## config.mk

```make
export PLATFORM = sky130hd
export DESIGN_NAME = obstacle_zone_hysteresis_top
export DESIGN_NICKNAME = d
export VERILOG_FILES = /design/src/rtl/core/ozh_pkg.sv /design/src/rtl/core/ozh_cfg_regs.sv /design/src/rtl/core/ozh_zone_eval.sv /design/src/rtl/core/ozh_decide.sv /design/src/rtl/core/obstacle_zone_hysteresis_top.sv
export SDC_FILE = /design/constraint.sdc
export NUM_CORES = 1
export LEC_CHECK = 0
export CORE_UTILIZATION = 55
export DETAILED_ROUTE_END_ITERATION = 8
export DONT_BUFFER_PORTS = 1
export MAX_ROUTING_LAYER = met4
export PLACE_DENSITY = 0.77
export SYNTH_ARGS = -nofsm -noshare
export SYNTH_HDL_FRONTEND = slang
export SYNTH_SLANG_ARGS = --single-unit
```

## constraint.sdc

```tcl
create_clock -name clock -period 9.1 [get_ports clock]
set_input_delay 1.82 -clock clock [delete_from_list [all_inputs] [get_ports clock]]
set_output_delay 1.82 -clock clock [all_outputs]
set_load 0.02 [all_outputs]
```

## src/rtl/core/ozh_pkg.sv

```systemverilog
// types, constants and register codes of the obstacle zone block
package ozh_pkg;

   localparam int DepthW   = 16;
   localparam int CountW   = 16;
   localparam int TimeW    = 32;
   localparam int SafeW    = 8;
   localparam int HoldW    = 16;
   localparam int CsrIdxW  = 3;
   localparam int CsrDataW = 16;
   localparam int ReqDataW = 176;
   localparam int RspDataW = 8;

   localparam logic [SafeW-1:0] SafeMax = {SafeW{1'b1}};

   // reported zone codes, also used for the avoid state
   typedef enum logic [1:0] {
      ZONE_CLEAR  = 2'd0,
      ZONE_LEFT   = 2'd1,
      ZONE_RIGHT  = 2'd2,
      ZONE_CORNER = 2'd3
   } zone_type;

   // register indexes of the csr port
   typedef enum logic [CsrIdxW-1:0] {
      REG_ENTER_THR  = 3'd0,
      REG_EXIT_THR   = 3'd1,
      REG_EMERG_THR  = 3'd2,
      REG_NEAR_MIN   = 3'd3,
      REG_VALID_MIN  = 3'd4,
      REG_SAFE_NEED  = 3'd5,
      REG_HOLD_TIME  = 3'd6
   } csr_reg_type;

   typedef struct packed {
      logic [DepthW-1:0] enter_thr;
      logic [DepthW-1:0] exit_thr;
      logic [DepthW-1:0] emerg_thr;
      logic [CountW-1:0] near_min;
      logic [CountW-1:0] valid_min;
      logic [SafeW-1:0]  safe_need;
      logic [HoldW-1:0]  hold_time;
   } cfg_type;

   localparam cfg_type CfgReset = '{
      enter_thr: 16'd800,
      exit_thr:  16'd1000,
      emerg_thr: 16'd600,
      near_min:  16'd6,
      valid_min: 16'd20,
      safe_need: 8'd4,
      hold_time: 16'd300
   };

   // statistics of one zone
   typedef struct packed {
      logic [DepthW-1:0] depth;
      logic [CountW-1:0] near;
      logic [CountW-1:0] valid;
   } zone_stat_type;

   // obstacle flags of one zone at the three thresholds
   typedef struct packed {
      logic emerg;
      logic exit;
      logic enter;
   } zone_hit_type;

   // one registered input item
   typedef struct packed {
      zone_stat_type    left;
      zone_stat_type    front;
      zone_stat_type    right;
      logic [TimeW-1:0] frame_time;
   } frame_type;

endpackage

```

## src/rtl/core/ozh_cfg_regs.sv

```systemverilog
// configuration register file written through the csr port
module ozh_cfg_regs
   import ozh_pkg::*;
(
   input  logic                clock,
   input  logic                reset,
   input  logic                csr_we,
   input  logic [CsrIdxW-1:0]  csr_index,
   input  logic [CsrDataW-1:0] csr_wdata,
   output cfg_type             cfg
);

   cfg_type cfg_ff;
   cfg_type cfg_in;

   // decode the write, indexes past the list are ignored
   always_comb begin
      cfg_in = cfg_ff;
      if (csr_we) begin
         case (csr_reg_type'(csr_index))
            REG_ENTER_THR: cfg_in.enter_thr = csr_wdata;
            REG_EXIT_THR:  cfg_in.exit_thr  = csr_wdata;
            REG_EMERG_THR: cfg_in.emerg_thr = csr_wdata;
            REG_NEAR_MIN:  cfg_in.near_min  = csr_wdata;
            REG_VALID_MIN: cfg_in.valid_min = csr_wdata;
            REG_SAFE_NEED: cfg_in.safe_need = csr_wdata[SafeW-1:0];
            REG_HOLD_TIME: cfg_in.hold_time = csr_wdata[HoldW-1:0];
            default:       cfg_in = cfg_ff;
         endcase
      end
   end

   always_ff @(posedge clock) begin
      if (reset) begin
         cfg_ff <= CfgReset;
      end else begin
         cfg_ff <= cfg_in;
      end
   end

   assign cfg = cfg_ff;

endmodule

```

## src/rtl/core/ozh_zone_eval.sv

```systemverilog
// obstacle test of one zone against the three depth thresholds
module ozh_zone_eval
   import ozh_pkg::*;
(
   input  zone_stat_type stat,
   input  cfg_type       cfg,
   output zone_hit_type  hit
);

   logic trusted;

   // zone has data, enough valid samples and enough near samples
   assign trusted = (stat.depth != '0) && (stat.valid >= cfg.valid_min) &&
                    (stat.near >= cfg.near_min);

   // depth compares, each strict
   assign hit.emerg = trusted && (stat.depth < cfg.emerg_thr);
   assign hit.exit  = trusted && (stat.depth < cfg.exit_thr);
   assign hit.enter = trusted && (stat.depth < cfg.enter_thr);

endmodule

```

## src/rtl/core/ozh_decide.sv

```systemverilog
// avoid state, safe frame count and hold logic, one frame per step
module ozh_decide
   import ozh_pkg::*;
(
   input  logic             clock,
   input  logic             reset,
   input  logic             step_en,
   input  cfg_type          cfg,
   input  zone_hit_type     left_hit,
   input  zone_hit_type     front_hit,
   input  zone_hit_type     right_hit,
   input  logic [TimeW-1:0] frame_time,
   output zone_type         zone
);

   zone_type         avoid_ff, avoid_in;
   logic [SafeW-1:0] safe_ff, safe_in;
   zone_type         held_ff, held_in;
   logic [TimeW-1:0] last_time_ff, last_time_in;

   zone_type         decision;
   logic             close_any;
   logic [SafeW-1:0] safe_inc;
   logic [SafeW-1:0] safe_need;
   logic [TimeW-1:0] age;

   assign close_any = left_hit.exit || front_hit.exit || right_hit.exit;
   assign safe_inc  = (safe_ff == SafeMax) ? safe_ff : safe_ff + 1'b1;
   // a needed count of zero acts as one
   assign safe_need = (cfg.safe_need == '0) ? SafeW'(1) : cfg.safe_need;
   assign age       = frame_time - last_time_ff;

   // zone decision and avoid state update
   always_comb begin
      avoid_in = avoid_ff;
      safe_in  = safe_ff;
      decision = ZONE_CLEAR;
      if (front_hit.emerg) begin
         avoid_in = ZONE_CORNER;
         safe_in  = '0;
         decision = ZONE_CORNER;
      end else if (avoid_ff != ZONE_CLEAR) begin
         decision = avoid_ff;
         if (close_any) begin
            safe_in = '0;
         end else if (safe_inc >= safe_need) begin
            avoid_in = ZONE_CLEAR;
            safe_in  = '0;
            decision = ZONE_CLEAR;
         end else begin
            safe_in = safe_inc;
         end
      end else if (front_hit.enter) begin
         avoid_in = ZONE_CORNER;
         safe_in  = '0;
         decision = ZONE_CORNER;
      end else if (left_hit.enter) begin
         avoid_in = ZONE_LEFT;
         safe_in  = '0;
         decision = ZONE_LEFT;
      end else if (right_hit.enter) begin
         avoid_in = ZONE_RIGHT;
         safe_in  = '0;
         decision = ZONE_RIGHT;
      end
   end

   // hold a non-clear zone for the hold time, wrapping age
   always_comb begin
      held_in      = held_ff;
      last_time_in = last_time_ff;
      zone         = decision;
      if (decision != ZONE_CLEAR) begin
         held_in      = decision;
         last_time_in = frame_time;
      end else if (age < {{(TimeW-HoldW){1'b0}}, cfg.hold_time}) begin
         zone = held_ff;
      end
   end

   always_ff @(posedge clock) begin
      if (reset) begin
         avoid_ff     <= ZONE_CLEAR;
         safe_ff      <= '0;
         held_ff      <= ZONE_CORNER;
         last_time_ff <= '0;
      end else if (step_en) begin
         avoid_ff     <= avoid_in;
         safe_ff      <= safe_in;
         held_ff      <= held_in;
         last_time_ff <= last_time_in;
      end
   end

endmodule

```

## src/rtl/core/obstacle_zone_hysteresis_top.sv

```systemverilog
// top level of the obstacle zone hysteresis block
// One item per depth frame goes in and one zone code comes out for each.
// The block takes an item every cycle when the result side keeps up: an
// item is registered on accept, then the zone tests, avoid state update
// and hold check run in one pass and the code lands in the result
// register once it is free, where the receiver takes it. If the result
// waits, one more item is still taken into the input register before
// req_tready drops. Register writes take effect in the cycle after csr_we.
// They are to be made while no item is in flight; the block itself does
// not enforce this.
module obstacle_zone_hysteresis_top
   import ozh_pkg::*;
(
   input  logic                clock,
   input  logic                reset,
   // left depth, near, valid; front depth, near, valid; right depth, near,
   // valid (16 bits each), then frame_time_ms (32)
   input  logic [ReqDataW-1:0] req_tdata,
   input  logic                req_tvalid,
   output logic                req_tready,
   // zone_code (2), zeros above
   output logic [RspDataW-1:0] rsp_tdata,
   output logic                rsp_tvalid,
   input  logic                rsp_tready,
   input  logic                csr_we,
   input  logic [CsrIdxW-1:0]  csr_index,
   input  logic [CsrDataW-1:0] csr_wdata
);

   cfg_type      cfg;
   frame_type    frame_ff;
   logic         in_valid_ff, in_valid_in;
   logic         rsp_valid_ff, rsp_valid_in;
   zone_type     rsp_zone_ff;
   zone_type     zone;
   logic         accept;
   logic         step;
   zone_hit_type left_hit, front_hit, right_hit;

   ozh_cfg_regs u_cfg_regs (
      .clock     (clock),
      .reset     (reset),
      .csr_we    (csr_we),
      .csr_index (csr_index),
      .csr_wdata (csr_wdata),
      .cfg       (cfg)
   );

   // handshake of the two register stages
   assign step       = in_valid_ff && (!rsp_valid_ff || rsp_tready);
   assign req_tready = !in_valid_ff || step;
   assign accept     = req_tvalid && req_tready;

   always_comb begin
      in_valid_in = in_valid_ff;
      if (accept) begin
         in_valid_in = 1'b1;
      end else if (step) begin
         in_valid_in = 1'b0;
      end
      rsp_valid_in = rsp_valid_ff;
      if (step) begin
         rsp_valid_in = 1'b1;
      end else if (rsp_tready) begin
         rsp_valid_in = 1'b0;
      end
   end

   always_ff @(posedge clock) begin
      if (reset) begin
         in_valid_ff  <= 1'b0;
         rsp_valid_ff <= 1'b0;
      end else begin
         in_valid_ff  <= in_valid_in;
         rsp_valid_ff <= rsp_valid_in;
      end
   end

   // input register, unpacked from the stream word
   always_ff @(posedge clock) begin
      if (accept) begin
         frame_ff.left.depth  <= req_tdata[15:0];
         frame_ff.left.near   <= req_tdata[31:16];
         frame_ff.left.valid  <= req_tdata[47:32];
         frame_ff.front.depth <= req_tdata[63:48];
         frame_ff.front.near  <= req_tdata[79:64];
         frame_ff.front.valid <= req_tdata[95:80];
         frame_ff.right.depth <= req_tdata[111:96];
         frame_ff.right.near  <= req_tdata[127:112];
         frame_ff.right.valid <= req_tdata[143:128];
         frame_ff.frame_time  <= req_tdata[175:144];
      end
   end

   // zone obstacle tests
   ozh_zone_eval u_eval_left (
      .stat (frame_ff.left),
      .cfg  (cfg),
      .hit  (left_hit)
   );

   ozh_zone_eval u_eval_front (
      .stat (frame_ff.front),
      .cfg  (cfg),
      .hit  (front_hit)
   );

   ozh_zone_eval u_eval_right (
      .stat (frame_ff.right),
      .cfg  (cfg),
      .hit  (right_hit)
   );

   ozh_decide u_decide (
      .clock      (clock),
      .reset      (reset),
      .step_en    (step),
      .cfg        (cfg),
      .left_hit   (left_hit),
      .front_hit  (front_hit),
      .right_hit  (right_hit),
      .frame_time (frame_ff.frame_time),
      .zone       (zone)
   );

   // result register
   always_ff @(posedge clock) begin
      if (step) begin
         rsp_zone_ff <= zone;
      end
   end

   assign rsp_tvalid = rsp_valid_ff;
   assign rsp_tdata  = {{(RspDataW-2){1'b0}}, rsp_zone_ff};

endmodule

```

# Yosys cells after proc, flatten, opt, wreduce, memory -nomap -nowiden
# Cells that the tools add are included.
[word_totals]
out_inout_bits = 10
register_bits = 328
[op_classes]
mux = 27
add_sub_neg = 2
magnitude_cmp = 15
n_reduce_logical = 40
eq_ne = 7
[ops]
columns = ["operator", "count"]
rows = [
  ["16-bit < comparator", 7],
  ["16-bit >= comparator", 6],
  ["8-bit 2-to-1 mux", 9],
  ["16-bit nonzero test", 3],
  ["32-bit by 16-bit < comparator with 1-bit output", 1],
  ["32-bit subtractor", 1],
  ["2-bit 2-to-1 mux", 14],
  ["2-bit AND reduction", 9],
  ["1-bit logical AND", 15],
  ["3-bit equality test, second input constant", 3],
  ["8-bit by 1-bit adder with 8-bit output, second input constant", 1],
  ["8-bit equality test, second input constant", 1],
  ["8-bit >= comparator", 1],
  ["8-bit logical NOT", 1],
  ["2-bit nonzero test", 4],
  ["3-bit by 2-bit equality test with 1-bit output, second input constant", 2],
  ["5-bit nonzero test", 1],
  ["1-bit logical OR", 4],
  ["1-bit 2-to-1 mux", 4],
  ["3-bit by 1-bit equality test with 1-bit output, second input constant", 1],
  ["3-bit logical NOT", 1],
  ["1-bit logical NOT", 2],
]

# Longest topological paths before layout
[logic_depth]
ltp_word = 11
ltp_mapped = 19

# By module
# From an unflattened synthesis, not the netlist that was laid out.
[unflattened]
hier_cells = 1984
area_unflattened_um2 = 19996.7
[by_module_without_submodules]
columns = ["mod", "area_each_um2", "n_inst", "cells_per_inst", "seq_area_each_um2"]
rows = [
  ["ozh_zone_eval", 1999.4, 3, 277, 0.0],
  ["obstacle_zone_hysteresis_top", 5497.8, 1, 195, 5385.2],
  ["ozh_decide", 4380.5, 1, 580, 880.8],
  ["ozh_cfg_regs", 4120.2, 1, 378, 2082.0],
]

# Worst setup path before layout
# Ideal clock, no wire load.
[synth_timing]
kind = "input port to flip-flop"
from = "input port rsp_tready"
to = "register frame_ff[0] (netlist name)"
path_buffers = 0
path_stages = 3
slack_ns = 2.412
setup_ns = 0.557
arrival_time_ns = 6.131
required_time_ns = 8.543
cell_sequence = "nor2b_1 -> nand2_1 -> and2_1"
[synth_via]
elab_chain_cells = 4
[synth_rtl]
columns = ["element", "line_no", "source"]
rows = [
  ["start: declaration", "obstacle_zone_hysteresis_top.sv:24", "input logic rsp_tready,"],
  ["1-bit logical OR", "obstacle_zone_hysteresis_top.sv:50", "assign step = in_valid_ff && (!rsp_valid_ff || rsp_tready);"],
  ["1-bit logical AND", "obstacle_zone_hysteresis_top.sv:50", ""],
  ["1-bit logical OR", "obstacle_zone_hysteresis_top.sv:51", "assign req_tready = !in_valid_ff || step;"],
  ["via req_tready", "obstacle_zone_hysteresis_top.sv:20", "output logic req_tready,"],
  ["1-bit logical AND", "obstacle_zone_hysteresis_top.sv:52", "assign accept = req_tvalid && req_tready;"],
  ["via accept", "obstacle_zone_hysteresis_top.sv:36", "logic accept;"],
]
# The timed path passes the listed nets, and every way through them passes these cells.
# A chain may end at the register's enable or synchronous reset.

# Worst setup path in the final report
[layout_timing]
from = "register frame_ff[0] (netlist name)"
to = "register rsp_zone_ff[0], data pin"
[layout_via]
elab_chain_cells = 4
[layout_rtl]
columns = ["element", "line_no", "source"]
rows = [
  ["32-bit subtractor", "ozh_decide.sv:31", "assign age = frame_time - last_time_ff;"],
  ["32-bit by 16-bit < comparator with 1-bit output", "ozh_decide.sv:76", "end else if (age < {{(TimeW-HoldW){1'b0}}, cfg.hold_time}) begin"],
  ["2-bit 2-to-1 mux", "ozh_decide.sv:76", ""],
  ["2-bit 2-to-1 mux", "ozh_decide.sv:73", "if (decision != ZONE_CLEAR) begin"],
  ["via u_decide.zone[0]", "ozh_decide.sv:13", "output zone_type zone"],
  ["end signal: assignment", "obstacle_zone_hysteresis_top.sv:129", "rsp_zone_ff <= zone;"],
  ["end: declaration", "obstacle_zone_hysteresis_top.sv:34", "zone_type rsp_zone_ff;"],
]
# The timed path passes the listed nets, and every way through them passes these cells.

==> impl_metrics.json <==
{
  "io_pins": 210,
  "cp-end-kind": "flip-flop",
  "share_of_the_synthesized_area_in_compound_gates_ao_oa_aoi_oai_pct": 14.5,
  "yosys.area_share.adder_pct": 17.6,
  "rd_place_congestion": 0.910,
  "worstPathArrival_ps": 5230,
  "hold_viol": 0,
  "num_rows": 66,
  "static-leakage-power_nw": 7.74,
  "synthXorXnorAreaFrac_pct": 1.39,
  "multi_input_logic_area_um2": 9120,
  "global_route.overflow_total": 0,
  "initial_antenna_violation_count": 7,
  "design_area_um2": 19900,
  "worstHoldStart": "u_cfg_regs.cfg[86]",
  "cp_cell_sequence": "inv_1, ha_1, fa_1, nand2b_1, a21oi_1, o21ai_0, o211ai_1, xor2_1, ha_1, a21oi_1, nand2_1, a221oi_1, nand4_1, a2111oi_0, o311a_1, nand4_1, or4_4, nor4_4, a31o_1",
  "post_cts_hold_buffer_count": 0,
  "cts.path.max_buffers": 3,
  "die_h_um": 184,
  "worst-slew-pin-transition_ps": 1170,
  "ys_ff_latch": 328,
  "fin_skew_ps": 24.8,
  "criticalPathCategory": "flip-flop to flip-flop",
  "most_frequent_cells_in_the_layout": "256 x ha_1, 254 x nand2_1, 178 x edfxtp_1",
  "post_route_drc_violation_count": 0,
  "final-setup-viol-count": 0,
  "worst_hold_path_type": "flip-flop to flip-flop",
  "pin_count_of_the_biggest_net_entering_global_routing": 151,
  "tritoncts_buffer_count": 37,
  "outcome": "finished clean",
  "post_drt_wl_per_cell_um": 19.7,
  "yosysSeqAreaShare_pct": 45.6,
  "grt_pass1_vias": 13600,
  "power_density_nw_per_um2": 184,
  "layout-drive-gt1-share_pct": 4.88,
  "grt_use_total_pct": 27.8,
  "r2r_start": "frame_ff[0]",
  "synthDistinctLibCells": 88,
  "reg2regPathDepth": 19,
  "postSynthAreaPerCell_um2": 10.1,
  "yosysWarningCount": 0,
  "htree_depth": 2,
  "slowest_stage_delay_cp_ps": 530,
  "ctsResizeCount": 0,
  "routed_wirelength_mm": 45.2,
  "clock.fmax_ghz": 0.207,
  "critical_path.max_fanout": 4,
  "first_pass_grt_wire_length_mm": 70.3,
  "cpMaxStageDelayCell": "or4_4",
  "start_kind": "flip-flop",
  "setup_tns_ps": 0,
  "floorplan.initialDensity_pct": 56.1,
  "dr.pass1.iters": 5,
  "mostFrequentLayoutCell": "ha_1",
  "die_width_um": 184,
  "post-cts-setup-buffer-count": 0,
  "count_of_vias_placed_by_the_detailed_router": 13600,
  "buffer_ports.inserted": 0,
  "post_dp_cell_area_um2": 18600,
  "vdd.ir_drop.worst_mv": 0.180,
  "cts.reportedPaths.clkPinSlew_ps": 50,
  "max-slew-margin-rel_pct": 21.9,
  "design.core.area_um2": 32600,
  "tritoncts": "built",
  "regArea_um2": 8350,
  "drv.max_cap_violation_count": 0,
  "yosys-mux-area-fraction_pct": 2.00,
  "worst_skew_pair.late_latency_ps": 570,
  "num-nets-final": 2273,
  "dp_hpwl_mm": 33.7,
  "synth-simple-area-share_pct": 14.1,
  "root_buffer": "clkbuf_16",
  "fin_total_pwr_mw": 3.66,
  "worst_hold_path.num_cells": 2,
  "worst-endpoint-required_ps": 9510,
  "ys_async_sr_fraction_pct": 0,
  "initialDrtViolationCount": 933,
  "post-route-min-period_ps": 4820,
  "floorplan.die_area_um2": 34000,
  "rr_endpoint": "rsp_zone_ff[0]",
  "route.antenna.remaining_nets": 0,
  "final.period_utilization_pct": 53.0,
  "number_of_enable_flip_flop_cells_after_synthesis": 178,
  "worst_hold_slack_ps": 454,
  "growth_of_design_area_from_synthesis_to_finish_pct": 8.51,
  "mappedNetlistArea_um2": 18300,
  "synth_top_family_by_area": "adder cells",
  "synth_flop_cell": "edfxtp_1",
  "vias_per_cell": 5.94,
  "min_delay_worst_endpoint": "u_cfg_regs.cfg[86]",
  "regToRegSetupSlack_ps": 4280,
  "pins_over_their_slew_limit": 0,
  "num_clock_sinks": 328,
  "syn-instance-count": 1822,
  "fill_cells": 2662,
  "rsz0062_at_grt": "false"
}
==> registers in the layout (all words and copies together), names as in the netlist <==
name                   flops
rsp_tvalid                 1
rsp_zone_ff                2
in_valid_ff                1
u_decide.avoid_ff          2
u_decide.last_time_ff     32
u_decide.safe_ff           8
u_cfg_regs.cfg           104
frame_ff                 176
u_decide.held_ff           2
==> power breakdown <==
part,internal [mW],leakage [nW],switching [mW],total (mW)
registers,1.64,2.96,0.0445,1.68
logic,0.194,4.20,0.285,0.479
clock network,0.886,0.589,0.614,1.50
==> worst max-delay path by stage <==
stage | startpoint | endpoint | slack, ps | cells past startpoint
final | frame_ff[0] | rsp_zone_ff[0] | 4280 | 19
after global routing | frame_ff[0] | rsp_zone_ff[0] | 4080 | 19
after CTS | frame_ff[0] | rsp_zone_ff[0] | 4350 | 19
after detailed placement | frame_ff[0] | rsp_zone_ff[0] | 4380 | 19
after global placement | frame_ff[0] | rsp_zone_ff[0] | 4530 | 19
after floorplan | rsp_tready | frame_ff[0] | 2410 | 3
==> worst max-delay path: cells and delay by family (launching register included) <==
| family | cells | cell delay [ps] |
|---|---|---|
| buffers and inverters | 1 | 50 |
| AND/OR/NAND/NOR | 6 | 1230 |
| AO/OA/AOI/OAI | 8 | 1970 |
| flip-flops | 1 | 340 |
| adder cells (fa/ha/maj) | 3 | 900 |
| XOR/XNOR | 1 | 200 |
==> cells in the mapped netlist, types with 9 or more instances <==
| master | count | area, um^2 |
|---|---|---|
| ha_1 | 256 | 3200 |
| nand2_1 | 254 | 953 |
| edfxtp_1 | 178 | 5350 |
| a21oi_1 | 169 | 846 |
| inv_1 | 154 | 578 |
| dfxtp_1 | 150 | 3000 |
| nor2_1 | 111 | 417 |
| o21ai_0 | 56 | 280 |
| nand4_1 | 43 | 269 |
| clkbuf_1 | 36 | 135 |
| mux2i_1 | 34 | 340 |
| nand3_1 | 31 | 155 |
| a21o_1 | 28 | 210 |
| a211oi_1 | 22 | 165 |
| nand2b_1 | 22 | 138 |
| a211o_1 | 20 | 175 |
| nor4_1 | 19 | 119 |
| xnor2_1 | 19 | 166 |
| nor2b_1 | 15 | 93.8 |
| nor3_1 | 15 | 75.1 |
| o21a_1 | 12 | 90.1 |
| o211ai_1 | 10 | 75.1 |
| xor2_1 | 10 | 87.6 |
| nand3b_1 | 9 | 67.6 |
| o21bai_1 | 9 | 67.6 |
==> through the flow <==
stage               worst slack [ps]  cells  util, %
global placement                4530   2219     57.1
global route                    4080   2293     60.9
detailed placement              4380   2219     57.1
CTS                             4350   2286     60.9
floorplan                       2410   1827        -
finish                          4280   2293     60.9
==> final cells by class <==
cell class	count	area share (%)
antenna	7	0.0881
clock buffer	45	4.92
clock inverter	22	1.22
inverter	155	2.93
multi-input combinational	1289	45.9
sequential	328	42.0
tap	442	2.78
timing repair buffer	5	0.189
==> per-layer routing <==
layer / part of all wire, % / track usage (%) / wire, um / vias to the layer above
li1: - / - / - / 6596
met1: 41 / 32.6 / 18600 / 6433
met2: 45 / 43.5 / 20500 / 476
met3: 8.5 / 8.14 / 3840 / 122
met4: 4.9 / 13.5 / 2200 / 0
met5: 0 / - / 0 / -
==> logic make-up after synthesis <==
logic type,count (synthesis)
other,1
buffers and inverters,210
adder cells (fa/ha/maj),257
AO/OA/AOI/OAI,408
flip-flops,328
XOR/XNOR,29
AND/OR/NAND/NOR,553
multiplexers,36
No activity file was read; power rests on OpenSTA's default activity.
